$ cat src/sv/markup_tag_balance_scanner_macros.svh
// Assertion macros shared by the markup tag balance scanner RTL.
// Included by modules that carry concurrent checks; no other dependencies.
`ifndef MARKUP_TAG_BALANCE_SCANNER_MACROS_SVH
`define MARKUP_TAG_BALANCE_SCANNER_MACROS_SVH

// Same-cycle implication, disabled while reset is asserted
`define MTBS_ASSERT_NOW(label, clk, rstn, ante, cons) \
    label: assert property (@(posedge clk) disable iff (!(rstn)) (ante) |-> (cons)) \
        else $error("mtbs check failed");

// Next-cycle implication, disabled while reset is asserted
`define MTBS_ASSERT_NEXT(label, clk, rstn, ante, cons) \
    label: assert property (@(posedge clk) disable iff (!(rstn)) (ante) |=> (cons)) \
        else $error("mtbs check failed");

`endif

$ cat src/sv/mtbs_pkg.sv
// Package for the markup tag balance scanner: character codes and the
// depth counter command struct. No dependencies.
package mtbs_pkg;

    localparam logic [7:0] CH_NUL   = 8'h00;
    localparam logic [7:0] CH_QUOTE = 8'h22;
    localparam logic [7:0] CH_SLASH = 8'h2F;
    localparam logic [7:0] CH_LT    = 8'h3C;
    localparam logic [7:0] CH_GT    = 8'h3E;

    // Commands to the open depth counter
    typedef struct packed {
        logic inc;
        logic dec;
        logic clr;
    } depth_cmd_t;

endpackage

$ cat src/sv/markup_tag_balance_scanner.sv
// A result is presented in the cycle after the byte that causes it is transferred.
// Throughput: one byte per cycle; the only stall is a held result register (m_ready low).
// The scan state updates in a single pass of logic between the state and result registers.
// Reset: aresetn is synchronous and active low; it clears the scan state and drops m_valid.
// Depends on mtbs_pkg, mtbs_depth_counter and markup_tag_balance_scanner_macros.svh.
`include "markup_tag_balance_scanner_macros.svh"

module markup_tag_balance_scanner #(
    parameter int DEPTH_BITS  = 16,
    parameter int LENGTH_BITS = 16
) (
    input  logic        aclk,
    input  logic        aresetn,
    input  logic        s_valid,
    output logic        s_ready,
    input  logic [7:0]  s_text_byte,
    input  logic        s_end_of_string,
    output logic        m_valid,
    input  logic        m_ready,
    output logic        m_found,
    output logic [15:0] m_valid_length,
    output logic        m_length_overflow
);

    // Scan state
    logic                   in_quotes_reg,   in_quotes_next;
    logic [7:0]             prev_byte_reg,   prev_byte_next;
    logic                   armed_reg,       armed_next;
    logic                   pending_reg,     pending_next;
    logic [LENGTH_BITS-1:0] pos_reg,         pos_next;
    logic                   sat_reg,         sat_next;
    logic                   finished_reg,    finished_next;

    // Result register
    logic        m_valid_reg,   m_valid_next;
    logic        found_reg,     found_next;
    logic [15:0] length_reg,    length_next;
    logic        overflow_reg,  overflow_next;

    logic                         accept;
    logic                         is_nul;
    logic                         active;
    logic                         outside;
    logic                         lt_seen;
    logic                         gt_seen;
    logic                         slash_close;
    logic                         gt_close;
    logic                         pos_full;
    logic [LENGTH_BITS-1:0]       pos_step;
    logic [LENGTH_BITS+15:0]      pos_wide;
    logic                         hit;
    logic                         emit;
    logic                         clr;
    logic                         sat_step;
    mtbs_pkg::depth_cmd_t         depth_cmd;
    logic signed [DEPTH_BITS-1:0] depth_step;

    // Input side stalls only when a result waits and is not taken this cycle
    assign s_ready = !m_valid_reg || m_ready;
    assign accept  = s_valid && s_ready;

    // Byte decode
    assign is_nul      = (s_text_byte == mtbs_pkg::CH_NUL);
    assign active      = !finished_reg && !is_nul;
    assign outside     = !in_quotes_reg && (s_text_byte != mtbs_pkg::CH_QUOTE);
    assign lt_seen     = outside && (s_text_byte == mtbs_pkg::CH_LT);
    assign gt_seen     = outside && (s_text_byte == mtbs_pkg::CH_GT);
    assign slash_close = outside && (s_text_byte == mtbs_pkg::CH_SLASH)
                         && (prev_byte_reg == mtbs_pkg::CH_LT);
    assign gt_close    = gt_seen && ((prev_byte_reg == mtbs_pkg::CH_SLASH) || pending_reg);

    // Saturating position
    assign pos_full = &pos_reg;
    assign pos_step = pos_full ? pos_reg : pos_reg + LENGTH_BITS'(1);
    assign sat_step = sat_reg || pos_full;
    assign pos_wide = {16'd0, pos_step};

    // Depth counter commands
    assign clr           = accept && (is_nul || s_end_of_string);
    assign depth_cmd.inc = accept && active && lt_seen;
    assign depth_cmd.dec = accept && active && (slash_close || gt_close);
    assign depth_cmd.clr = clr;

    mtbs_depth_counter #(
        .DEPTH_BITS(DEPTH_BITS)
    ) u_depth (
        .aclk       (aclk),
        .aresetn    (aresetn),
        .cmd        (depth_cmd),
        .depth_step (depth_step)
    );

    // Element end found and result emission
    assign hit  = active && gt_seen && armed_reg && (depth_step == '0);
    assign emit = !finished_reg && (is_nul || hit || s_end_of_string);

    // Next scan state
    always_comb begin
        in_quotes_next = in_quotes_reg;
        prev_byte_next = prev_byte_reg;
        armed_next     = armed_reg;
        pending_next   = pending_reg;
        pos_next       = pos_reg;
        sat_next       = sat_reg;
        finished_next  = finished_reg;
        if (accept) begin
            if (clr) begin
                in_quotes_next = 1'b0;
                prev_byte_next = '0;
                armed_next     = 1'b0;
                pending_next   = 1'b0;
                pos_next       = '0;
                sat_next       = 1'b0;
                finished_next  = 1'b0;
            end else if (active) begin
                in_quotes_next = in_quotes_reg ^ (s_text_byte == mtbs_pkg::CH_QUOTE);
                prev_byte_next = s_text_byte;
                armed_next     = armed_reg || lt_seen;
                if (gt_seen) begin
                    pending_next = 1'b0;
                end else if (slash_close) begin
                    pending_next = 1'b1;
                end
                pos_next      = pos_step;
                sat_next      = sat_step;
                finished_next = hit;
            end
        end
    end

    // Next result register
    always_comb begin
        m_valid_next  = m_valid_reg && !m_ready;
        found_next    = found_reg;
        length_next   = length_reg;
        overflow_next = overflow_reg;
        if (accept && emit) begin
            m_valid_next  = 1'b1;
            found_next    = hit;
            length_next   = hit ? pos_wide[15:0] : 16'd0;
            overflow_next = is_nul ? sat_reg : sat_step;
        end
    end

    // Control registers
    always_ff @(posedge aclk) begin
        if (!aresetn) begin
            in_quotes_reg <= 1'b0;
            prev_byte_reg <= '0;
            armed_reg     <= 1'b0;
            pending_reg   <= 1'b0;
            pos_reg       <= '0;
            sat_reg       <= 1'b0;
            finished_reg  <= 1'b0;
            m_valid_reg   <= 1'b0;
        end else begin
            in_quotes_reg <= in_quotes_next;
            prev_byte_reg <= prev_byte_next;
            armed_reg     <= armed_next;
            pending_reg   <= pending_next;
            pos_reg       <= pos_next;
            sat_reg       <= sat_next;
            finished_reg  <= finished_next;
            m_valid_reg   <= m_valid_next;
        end
    end

    // Result payload
    always_ff @(posedge aclk) begin
        found_reg    <= found_next;
        length_reg   <= length_next;
        overflow_reg <= overflow_next;
    end

    assign m_valid           = m_valid_reg;
    assign m_found           = found_reg;
    assign m_valid_length    = length_reg;
    assign m_length_overflow = overflow_reg;

    // A miss always reports length zero
    `MTBS_ASSERT_NOW(a_miss_zero_len, aclk, aresetn,
        m_valid_reg && !found_reg, length_reg == 16'd0)
    // Bytes after a found element and before the string end give no result
    `MTBS_ASSERT_NEXT(a_finished_silent, aclk, aresetn,
        accept && finished_reg && !is_nul && !s_end_of_string, !m_valid_reg)
    // The saturation flag is only set once the position counter is full
    `MTBS_ASSERT_NOW(a_sat_pos_full, aclk, aresetn, sat_reg, pos_full)
    // Finished state is only ever entered with an element already reported
    `MTBS_ASSERT_NEXT(a_finish_reports, aclk, aresetn,
        !finished_reg && finished_next, m_valid_reg && found_reg)

endmodule

$ cat src/sv/mtbs_depth_counter.sv
// Saturating signed up/down counter for the open tag depth.
// Depends on mtbs_pkg and markup_tag_balance_scanner_macros.svh.
`include "markup_tag_balance_scanner_macros.svh"

module mtbs_depth_counter #(
    parameter int DEPTH_BITS = 16
) (
    input  logic                         aclk,
    input  logic                         aresetn,
    input  mtbs_pkg::depth_cmd_t         cmd,
    output logic signed [DEPTH_BITS-1:0] depth_step
);

    localparam logic signed [DEPTH_BITS-1:0] DEPTH_MAX = {1'b0, {(DEPTH_BITS-1){1'b1}}};
    localparam logic signed [DEPTH_BITS-1:0] DEPTH_MIN = {1'b1, {(DEPTH_BITS-1){1'b0}}};

    logic signed [DEPTH_BITS-1:0] depth_reg;
    logic signed [DEPTH_BITS-1:0] depth_next;

    // Stepped value before any clear; the top level uses it for the hit test
    always_comb begin
        depth_step = depth_reg;
        if (cmd.inc && depth_reg != DEPTH_MAX) begin
            depth_step = depth_reg + DEPTH_BITS'(1);
        end else if (cmd.dec && depth_reg != DEPTH_MIN) begin
            depth_step = depth_reg - DEPTH_BITS'(1);
        end
        depth_next = cmd.clr ? '0 : depth_step;
    end

    always_ff @(posedge aclk) begin
        if (!aresetn) begin
            depth_reg <= '0;
        end else begin
            depth_reg <= depth_next;
        end
    end

    // Saturation: no wrap at either end of the signed range
    `MTBS_ASSERT_NEXT(a_depth_hold_max, aclk, aresetn,
        cmd.inc && !cmd.clr && depth_reg == DEPTH_MAX, depth_reg == DEPTH_MAX)
    `MTBS_ASSERT_NEXT(a_depth_hold_min, aclk, aresetn,
        cmd.dec && !cmd.inc && !cmd.clr && depth_reg == DEPTH_MIN, depth_reg == DEPTH_MIN)
    `MTBS_ASSERT_NEXT(a_depth_clear, aclk, aresetn, cmd.clr, depth_reg == '0)

endmodule

$ cat config.mk
export PLATFORM = sky130hd
export DESIGN_NAME = markup_tag_balance_scanner
export DESIGN_NICKNAME = d
export VERILOG_FILES = /design/src/sv/mtbs_pkg.sv /design/src/sv/markup_tag_balance_scanner.sv /design/src/sv/mtbs_depth_counter.sv
export VERILOG_INCLUDE_DIRS = /design/src /design/src/sv
export SDC_FILE = /design/constraint.sdc
export NUM_CORES = 1
export LEC_CHECK = 0
export BUFFER_PORTS_ARGS = -buffer_cell sky130_fd_sc_hd__buf_2
export CELL_PAD_IN_SITES_DETAIL_PLACEMENT = 1
export CELL_PAD_IN_SITES_GLOBAL_PLACEMENT = 2
export CORE_ASPECT_RATIO = 0.9
export CORE_MARGIN = 3
export CORE_UTILIZATION = 33
export CTS_CLUSTER_SIZE = 14
export DETAILED_ROUTE_END_ITERATION = 16
export PLACE_DENSITY_LB_ADDON = 0.1
export SYNTH_ARGS = -nofsm -noshare
export SYNTH_HDL_FRONTEND = slang
export SYNTH_HIERARCHICAL = 1
export SYNTH_SLANG_ARGS = --single-unit
export TNS_END_PERCENT = 1
$ cat constraint.sdc
create_clock -name aclk -period 6.45 [get_ports aclk]
set_input_delay 1.935 -clock aclk [delete_from_list [all_inputs] [get_ports aclk]]
set_output_delay 1.935 -clock aclk [all_outputs]
set_load 0.01 [all_outputs]
==> results of run 1 <==
-- cells in the final DEF (no fill, tap or decap), types with 4 or more instances in the layout --
| cell | synthesis | routed |
|---|---|---|
| nand3_1 | 19 | 19 |
| or4_1 | 9 | 9 |
| or4_4 | 4 | 4 |
| edfxtp_1 | 18 | 18 |
| and4_1 | 6 | 6 |
| nor3_1 | 8 | 8 |
| and3_1 | 6 | 6 |
| buf_2 | 5 | 32 |
| a31oi_1 | 12 | 12 |
| clkbuf_16 | 0 | 9 |
| nand2_1 | 53 | 53 |
| ha_1 | 5 | 5 |
| nand4_1 | 15 | 15 |
| inv_1 | 9 | 9 |
| o21ai_1 | 5 | 5 |
| xor2_1 | 17 | 17 |
| nand2b_1 | 19 | 19 |
| nor4_1 | 14 | 12 |
| o21ai_0 | 5 | 5 |
| nand3b_1 | 8 | 8 |
| a22oi_1 | 9 | 9 |
| nor2_1 | 38 | 37 |
| xnor2_1 | 9 | 9 |
| buf_4 | 0 | 33 |
| a21oi_1 | 18 | 18 |
| mux2i_1 | 13 | 13 |
| dfxtp_1 | 46 | 46 |
-- routing by layer --
layer | track usage [%] | wire [um]
met4 | 5.20 | 166
met3 | 5.71 | 759
met5 | 0 | 0
met2 | 27.5 | 4960
met1 | 28.2 | 6320
-- critical path: stages --
cell,delay [ns]
buf_2,0.10
nor4_1,0.07
nand4_1,0.09
ha_1,0.15
nand3_1,0.10
or4_4,0.44
buf_4,0.16
nor2_1,0.11
o21ai_0,0.10
a21oi_1,0.24
buf_4,0.17
nand4bb_1,0.23
or4_1,0.55
o21ai_1,0.24
xor2_1,0.11
nor4_2,0.31
nand4_1,0.13
or4_4,0.55
clkinv_8,0.06
o21ai_2,0.05
inv_1,0.10
buf_12,0.16
-- logic make-up after synthesis --
logic type	Yosys count	share of synthesized area, %
flops	64	36.7
buf+inv	46	5.57
simple gates	224	31.2
xor+xnor	26	5.72
mux	13	3.27
compound gates	85	15.9
fa+ha+maj	5	1.57
-- worst min-delay path by stage --
stage | endpoint
CTS | armed_reg$_SDFFE_PN0P_
detailed placement | armed_reg$_SDFFE_PN0P_
floorplan | armed_reg$_SDFFE_PN0P_
global placement | sat_reg$_SDFFE_PN0P_
global route | armed_reg$_SDFFE_PN0P_
finish | armed_reg$_SDFFE_PN0P_
-- power groups by stage --
stage	combinational, mW	sequential [mW]	clock (mW)
final	0.0594	0.423	0.575
after global routing	0.0674	0.424	0.608
after CTS	0.0609	0.423	0.589
after detailed placement	0.0605	0.432	0
after global placement	0.0596	0.432	0
after floorplan	0.0291	0.434	0
-- layout make-up --
class / count / area [sq um] / area share (%)
timing repair buffer: 66 / 428 / 8.90
tap: 156 / 195 / 4.06
clock inverter: 7 / 120 / 2.50
multi-input combinational: 353 / 2330 / 48.4
sequential: 64 / 1460 / 30.4
inverter: 11 / 53.8 / 1.12
clock buffer: 9 / 225 / 4.68
==> results.md, run 1 <==
* FFs w/ async S/R, synth at 0%
* CORE AREA at 11,600 sq um
* PD cells at between 200 and 250 nW/um^2
* Antenna violations before repair at 0
* GRT Util Overall at 19.3%
* Ports at 33
* Slew HR at 35.7%
* Int Power at about 0.8 mW
* Pleak at 1.83 nW
* Layout fillers at between 1,000 and 1,500
* Via count at 3,693
* Hold path depth at 2
* Worst R2R End: m_valid_length[14]$_SDFFCE_PN0P_
* Hold slack at approximately 0.48 ns
* Synth top cells by count: nand2_1 (53), dfxtp_1 (46), nor2_1 (38)
* Post-synth EDFFs at 18
* Core Util, Final at around 41%
* H-tree depth at 3
* Synth cell types at 65
* Setup WS pre-CTS at -0.210 ns
* Clk_lat worst skew at approximately 0.35 ns
* Max Clk Rate at about 0.16 GHz
* Fraction of layout cells with a size suffix above 1 at around 20%
* Fin nets at around 520
* Critical Path RT at around 6.5 ns
* First-pass GRT wire length at approximately 20 mm
* Gpl congestion at approximately 0.93
* Worst setup endpoint: m_valid_length[14]$_SDFFCE_PN0P_
* Final setup viols at 0
* Flop-to-flop setup slack at 1.82 ns
* DRC viols at 0
* Top-area cell type share of the netlist area at ~23%
* Initial Util at around a third
* Final min period at slightly above 6 ns
* Switching share of total power at roughly 23%
* Clock Skews at between 0.007 and 0.008 ns
* Design area at between 4000 and 5000 sq um
* Syn Nets at between 400 and 500
* Final hold violations at 0
* Count leader, synth: nand2_1
* CTS clk-pin slew, worst paths at ~0.060 ns
* Syn-to-layout area delta at 20.9%
* Startpoint types: input port
* Pin count of the biggest net entering global routing at 29
* Post-Place Cell Area at between 4000 and 5000 sq um
* Hold Buf Count CTS at 0
* Placed cells at 650
* Clock power frac at 54.4%
* Layout Cells excl Fill at 666
* Clock sink total at 64
* Post-CTS setup buffer count at 0
* Seq/Total Area, Yosys at between 30 and 40%
* Total CTS buffers at 9
* Mean Syn Cell Area at about 8.6 sq um
* Kind of critical path: in -> reg
* Die X at roughly 120 um
* Post-CTS Resized at 0
* Warnings, synthesis at 6
* Worst-Margin Slew at roughly 0.95 ns
* Reg power frac at between 40% and 50%
* Die footprint at between 10,000 and 15,000 sq um
* Area contributors post-synth: dfxtp_1 (23%), edfxtp_1 (14%), nand2_1 (5.0%), xor2_1 (3.7%), nor2_1 (3.6%)
* Max_cap viols at 0
* IO buf count at 32
* Hold Path Class: reg -> reg
* Critical R2R Launch: in_quotes_reg$_SDFFE_PN0P_
* Number of global-route vias before repair at ~3,600
* Max VDD drop at 116 uV
* Total gr overflow at 0
* Setup crit end kind: flop
* Total Routed Length at between 10 and 15 mm
* Row cnt at 37
* Worst Setup Slack, final at 0.323 ns
* Vias per cell at around 5.5
* Antenna violation net count after detailed routing at 0
* Antenna Cells at 0
* Final Slew Violations at 0
* Setup TNS Final at 0 ns
* Final total power at about 1.1 mW
* Die Y at about 110 um
* Longest Clk Path Bufs at 2
* Comb pwr share at around 5.6%
* First-iteration detailed-routing DRC count at 180
* DR WL/cell at roughly 18 um
* Top FF cell, synth: dfxtp_1
* Synth area leader: dfxtp_1
* Drt pass-1 iters at 4
* Root Driver: clkbuf_16
* Synth Register Bits at between 60 and 70
* Cells after synthesis at roughly 460
* Final Cycle Share at 95.0%
* CP arrival at about 6.2 ns
* R2R depth at 20
* Sw Pwr at roughly 0.24 mW
* Start point of the worst min-delay path: armed_reg$_SDFFE_PN0P_
* Status: finished, final reports clean
* Post-Synthesis Cell Area at approximately 4000 sq um
* CTS tree: done
* DP HPWL at between 8 and 9 mm
* Crit-path max FO at 18
* Origin of the worst setup path: s_text_byte[0]
(Power assumes the default switching activity.)
==> run 2, diff against run 1 <==
CORE_MARGIN = 2   (was 3)
==> results.md, run 2 (synthesis results as in run 1) <==
* Drt pass-1 iters at 4 (unchanged)
* Kind of critical path: in -> reg (unchanged)
* Pleak at 1.81 nW (was 1.83 nW)
* Final min period at 6.08 ns (was 6.13 ns)
* Placed cells at 658 (was 650)
* Layout fillers at 1,427 (was 1,381)
* Total CTS buffers at 9 (unchanged)
* GRT Util Overall at 20.1% (was 19.3%)
* Clk_lat worst skew at 0.34 ns (was 0.35 ns)
* Worst-Margin Slew at 1.11 ns (was 0.952 ns)
* Most common cell after layout, fill and taps aside: nand2_1 (unchanged)
* Slew HR at 25.6% (was 35.7%)
* Max VDD drop at 128 uV (was 116 uV)
* Sw Pwr at 0.225 mW (was 0.238 mW)
* Worst Setup Slack, final at 0.366 ns (was 0.323 ns)
* DR WL/cell at 18.2 um (was 18.3 um)
* Hold slack at 0.475 ns (was 0.482 ns)
* Hold Path Class: reg -> reg (unchanged)
* Row cnt at 38 (was 37)
* CTS tree: done (unchanged)
* Vias per cell at 5.52 (was 5.55)
* Max_cap viols at 0 (unchanged)
* IO buf count at 32 (unchanged)
* CORE AREA at 11,900 sq um (was 11,600 sq um)
* Antenna Cells at 0 (unchanged)
* Hold Buf Count CTS at 0 (unchanged)
* Layout Cells excl Fill at 674 (was 666)
* H-tree depth at 3 (unchanged)
* Clock sink total at 64 (unchanged)
* Gpl congestion at 0.878 (was 0.930)
* Initial Util at 33.5% (was 34.2%)
* CP arrival at 6.13 ns (was 6.18 ns)
* Clock Skews at 0.00907 ns (was 0.00756 ns)
* Startpoint types: input port (unchanged)
* Die Y at 108 um (was 110 um)
* Final hold violations at 0 (unchanged)
* Setup crit end kind: flop (unchanged)
* Antenna violations before repair at 0 (unchanged)
* Clock power frac at 47.7% (was 54.4%)
* Critical Path RT at 6.50 ns (about the same)
* DP HPWL at 8.99 mm (was 8.98 mm)
* Setup WS pre-CTS at -0.276 ns (was -0.210 ns)
* Antenna violation net count after detailed routing at 0 (unchanged)
* Final setup viols at 0 (unchanged)
* Setup TNS Final at 0 ns (unchanged)
* Comb pwr share at 6.4% (was 5.6%)
* Post-CTS setup buffer count at 0 (unchanged)
* Final Slew Violations at 0 (unchanged)
* Die footprint at 13,000 sq um (was 13,400 sq um)
* Syn-to-layout area delta at 19.7% (was 20.9%)
* PD cells at 194 nW/um^2 (was 220 nW/um^2)
* Longest Clk Path Bufs at 2 (unchanged)
* CTS clk-pin slew, worst paths at 0.05 ns (was 0.06 ns)
* Fraction of layout cells with a size suffix above 1 at 20.4% (was 20.0%)
* Commonest cells after routing, fill and taps aside: nand2_1 (53), dfxtp_1 (46), nor2_1 (37), buf_4 (37), buf_2 (32) (was nand2_1 (53), dfxtp_1 (46), nor2_1 (37), buf_4 (33), buf_2 (32))
* Crit-path max FO at 18 (unchanged)
* Reg power frac at 45.8% (was 40.0%)
* Total Routed Length at 12.3 mm (was 12.2 mm)
* Final Cycle Share at 94.3% (was 95.0%)
* Via count at 3,722 (was 3,693)
* Root Driver: clkbuf_16 (unchanged)
* Int Power at 0.699 mW (was 0.819 mW)
* Ports at 33 (unchanged)
* Number of global-route vias before repair at 3,724 (was 3,614)
* Switching share of total power at 24.3% (was 22.5%)
* First-iteration detailed-routing DRC count at 317 (was 180)
* Total gr overflow at 0 (unchanged)
* Status: finished, final reports clean (unchanged)
* First-pass GRT wire length at 20.1 mm (was 19.9 mm)
* DRC viols at 0 (unchanged)
* Pin count of the biggest net entering global routing at 29 (unchanged)
* Fin nets at 527 (was 523)
* Die X at 120 um (was 122 um)
* Max Clk Rate at 0.164 GHz (was 0.163 GHz)
* RSZ-0062 raised after global routing: no
[run 2: cell types whose count changed in the layout (fill, tap and decap cells not counted), moves of 2 or more]
cell,previous run,this run
bufinv_16,3,0
clkbuf_1,0,3
clkinv_2,1,3
buf_4,33,37
clkinv_4,2,0
[run 2: path summary, 6_finish.rpt]
| check | from | to | slack [ns] | cells after the start |
|---|---|---|---|---|
| worst max-delay path | s_text_byte[3] | m_valid_length[3]$_SDFFCE_PN0P_ | 0.37 | 23 |
| worst min-delay path | sat_reg$_SDFFE_PN0P_ | sat_reg$_SDFFE_PN0P_ | 0.47 | 2 |
| worst max register to register | in_quotes_reg$_SDFFE_PN0P_ | m_valid_length[3]$_SDFFCE_PN0P_ | 1.84 | 21 |
| worst min register to register | sat_reg$_SDFFE_PN0P_ | sat_reg$_SDFFE_PN0P_ | 0.47 | 2 |
[run 2: repair_timing]
action,in CTS,in global routing
setup endpoints to repair,0,36
hold endpoints to repair,0,0
gates resized for setup,0,5
[run 2: worst max-delay path, stage by stage]
cell and delay, ns:
buf_2 0.09, nor4_1 0.06, nand4_1 0.09, ha_1 0.14, nand3_1 0.09, or4_4 0.43
buf_4 0.15, nor2_1 0.11, o21ai_0 0.13, a21oi_2 0.20, buf_4 0.14, nand4bb_1 0.09
buf_4 0.17, or4_1 0.46, o21ai_1 0.21, xor2_1 0.14, nor4_1 0.36, nand4_1 0.17
or4_4 0.56, clkinv_8 0.06, o21ai_2 0.05, inv_1 0.11, buf_12 0.16
[run 2: power groups by stage]
stage / clock network (mW) / registers [mW] / logic (mW)
2_1_floorplan: 0 / 0.434 / 0.0291
3_3_place_gp: 0 / 0.432 / 0.0591
3_5_place_dp: 0 / 0.432 / 0.0604
4_1_cts: 0.454 / 0.423 / 0.0607
5_1_grt: 0.472 / 0.424 / 0.0663
6_report: 0.441 / 0.423 / 0.0596
[run 2: routing by layer]
layer | GRT usage (%) | up-vias | routed length, um
li1 | - | 1810 | -
met1 | 27.7 | 1839 | 6310
met2 | 30.7 | 66 | 5320
met3 | 5.85 | 7 | 523
met4 | 5.88 | 0 | 113
met5 | 0 | - | 0
[run 2: final cells by class]
| cell class | count | area (sq um) | share of cell area [%] |
|---|---|---|---|
| Sequential cell | 64 | 1460 | 30.7 |
| Multi-Input combinational cell | 353 | 2330 | 48.9 |
| Clock buffer | 12 | 236 | 4.97 |
| Inverter | 11 | 53.8 | 1.13 |
| Clock inverter | 4 | 22.5 | 0.473 |
| Tap cell | 160 | 200 | 4.20 |
| Timing Repair Buffer | 70 | 458 | 9.62 |
[run 2: per-stage QoR]
| stage | instance area, sq um | total power, mW | util, % |
|---|---|---|---|
| after floorplan | 3980 | 0.463 | - |
| after global placement | 4470 | 0.491 | 37.6 |
| after detailed placement | 4470 | 0.492 | 37.6 |
| after CTS | 4730 | 0.938 | 39.8 |
| after global routing | 4760 | 0.962 | 40.1 |
| final | 4760 | 0.924 | 40.1 |
==> run 3, diff against run 2 <==
REMOVE_ABC_BUFFERS = 1   (was unset)
==> results.md, run 3 (synthesis results as in run 1) <==
* Status: finished, final reports clean (unchanged)
* Ports at 33 (unchanged)
* DRC viols at 0 (unchanged)
* Antenna violation net count after detailed routing at 0 (unchanged)
* Setup WS pre-CTS at -0.244 ns (was -0.276 ns)
* Die X at 120 um (unchanged)
* PD cells at 219 nW/um^2 (was 194 nW/um^2)
* Final setup viols at 0 (unchanged)
* CORE AREA at 11,900 sq um (unchanged)
* Max Clk Rate at 0.163 GHz (was 0.164 GHz)
* Syn-to-layout area delta at 20.8% (was 19.7%)
* Antenna violations before repair at 0 (unchanged)
* Multi-input logic area at 2330 sq um (about the same)
* CP arrival at 6.17 ns (was 6.13 ns)
* Fin nets at 522 (was 527)
* Root Driver: clkbuf_16 (unchanged)
* Clk_lat worst skew at 0.34 ns (about the same)
* Final total power at 1.05 mW (was 0.924 mW)
* Drt pass-1 iters at 4 (unchanged)
* Final min period at 6.13 ns (was 6.08 ns)
* Layout fillers at 1,415 (was 1,427)
* Total CTS buffers at 9 (unchanged)
* Initial Util at 33.5% (unchanged)
* Setup TNS Final at 0 ns (unchanged)
* Antenna Cells at 0 (unchanged)
* Hold slack at 0.477 ns (was 0.475 ns)
* Clock sink total at 64 (unchanged)
* Longest Clk Path Bufs at 2 (unchanged)
* Critical Path RT at 6.49 ns (was 6.50 ns)
* First-iteration detailed-routing DRC count at 255 (was 317)
* Post-Place Cell Area at 4430 sq um (was 4470 sq um)
* RSZ-0062 raised after global routing: no (unchanged)
* Final hold violations at 0 (unchanged)
* Total Routed Length at 11.8 mm (was 12.3 mm)
* IO buf count at 32 (unchanged)
* Max VDD drop at 144 uV (was 128 uV)
* Pleak at 1.83 nW (was 1.81 nW)
* Number of global-route vias before repair at 3,694 (was 3,724)
* Worst-Margin Slew at 0.904 ns (was 1.11 ns)
* Via count at 3,663 (was 3,722)
* CTS tree: done (unchanged)
* Startpoint types: input port (unchanged)
* Commonest cells after routing, fill and taps aside: nand2_1 (53), dfxtp_1 (46), nor2_1 (37), buf_2 (32), buf_4 (32) (was nand2_1 (53), dfxtp_1 (46), nor2_1 (37), buf_4 (37), buf_2 (32))
* Gpl congestion at 0.911 (was 0.878)
* Hold Buf Count CTS at 0 (unchanged)
* Die Y at 108 um (unchanged)
* Setup crit end kind: flop (unchanged)
* H-tree depth at 3 (unchanged)
* Clock Skews at 0.00639 ns (was 0.00907 ns)
* Vias per cell at 5.48 (was 5.52)
* Final Cycle Share at 95.0% (was 94.3%)
* Die footprint at 13,000 sq um (unchanged)
* Placed cells at 653 (was 658)
* Max_cap viols at 0 (unchanged)
* CTS clk-pin slew, worst paths at 0.06 ns (was 0.05 ns)
* Core Util, Final at 40.4% (was 40.1%)
* First-pass GRT wire length at 19.6 mm (was 20.1 mm)
* Final Slew Violations at 0 (unchanged)
* Total gr overflow at 0 (unchanged)
* Layout Cells excl Fill at 669 (was 674)
* Kind of critical path: in -> reg (unchanged)
* DP HPWL at 8.64 mm (was 8.99 mm)
* Slew HR at 39.8% (was 25.6%)
* DR WL/cell at 17.7 um (was 18.2 um)
* Row cnt at 38 (unchanged)
* Design area at 4800 sq um (was 4760 sq um)
* GRT Util Overall at 19.4% (was 20.1%)
* Crit-path max FO at 18 (unchanged)
* Register Area at 1460 sq um (unchanged)
* Most common cell after layout, fill and taps aside: nand2_1 (unchanged)
* Post-CTS setup buffer count at 0 (unchanged)
* Pin count of the biggest net entering global routing at 29 (unchanged)
* Fraction of layout cells with a size suffix above 1 at 19.6% (was 20.4%)
* Worst Setup Slack, final at 0.320 ns (was 0.366 ns)
* Hold Path Class: reg -> reg (unchanged)
* Flop-to-flop setup slack at 1.81 ns (was 1.84 ns)
[run 3: changes by cell type in the layout (fill, tap and decap cells not counted), moves of 2 or more]
cell and change:
clkbuf_1 -2, clkinv_2 -2, buf_4 -5, bufinv_16 +3
[run 3: worst paths after layout]
| kind | depth (start not counted) | end | startpoint |
|---|---|---|---|
| hold / removal | 2 | sat_reg$_SDFFE_PN0P_ | sat_reg$_SDFFE_PN0P_ |
| setup reg to reg | 21 | m_found$_DFFE_PP_ | in_quotes_reg$_SDFFE_PN0P_ |
| hold reg to reg | 2 | sat_reg$_SDFFE_PN0P_ | sat_reg$_SDFFE_PN0P_ |
| setup / recovery | 23 | m_found$_DFFE_PP_ | s_text_byte[0] |
[run 3: critical path: stages]
cell and delay, ns:
buf_2 0.10, nor4_1 0.06, nand4_1 0.09, ha_1 0.14
nand3_1 0.10, or4_4 0.46, buf_4 0.16, nor2_1 0.11
o21ai_0 0.10, a21oi_1 0.23, buf_4 0.17, nand4bb_2 0.18
buf_4 0.19, nor4_1 0.19, o221ai_1 0.17, o41ai_1 0.17
xor2_1 0.17, or4_1 0.56, or4_4 0.48, clkinv_8 0.06
o21ai_2 0.05, inv_1 0.11, buf_12 0.17
[run 3: power breakdown]
part | switching [mW] | internal (mW)
combinational | 0.0390 | 0.0215
clock | 0.191 | 0.376
sequential | 0.00318 | 0.420
[run 3: final cells by class]
cell class / count / area share (%)
repair buffers: 65 / 8.75
clock buffers: 10 / 4.77
well taps: 160 / 4.17
inverters: 11 / 1.12
clock inverters: 6 / 2.24
flip-flops and latches: 64 / 30.4
multi-input cells: 353 / 48.5
[run 3: per-layer routing]
layer	part of all wire (%)	routed length, um	track usage [%]	up-vias
li1	-	-	-	1796
met1	51	6030	27.2	1790
met2	43	5120	29.6	61
met3	4.5	530	4.91	16
met4	1.2	142	5.13	0
met5	0	0	0	-
[run 3: timing repair]
action | in CTS | in global routing
resized for setup | 0 | 5
endpoints found under the setup margin | 0 | 36
endpoints found under the hold margin | 0 | 0
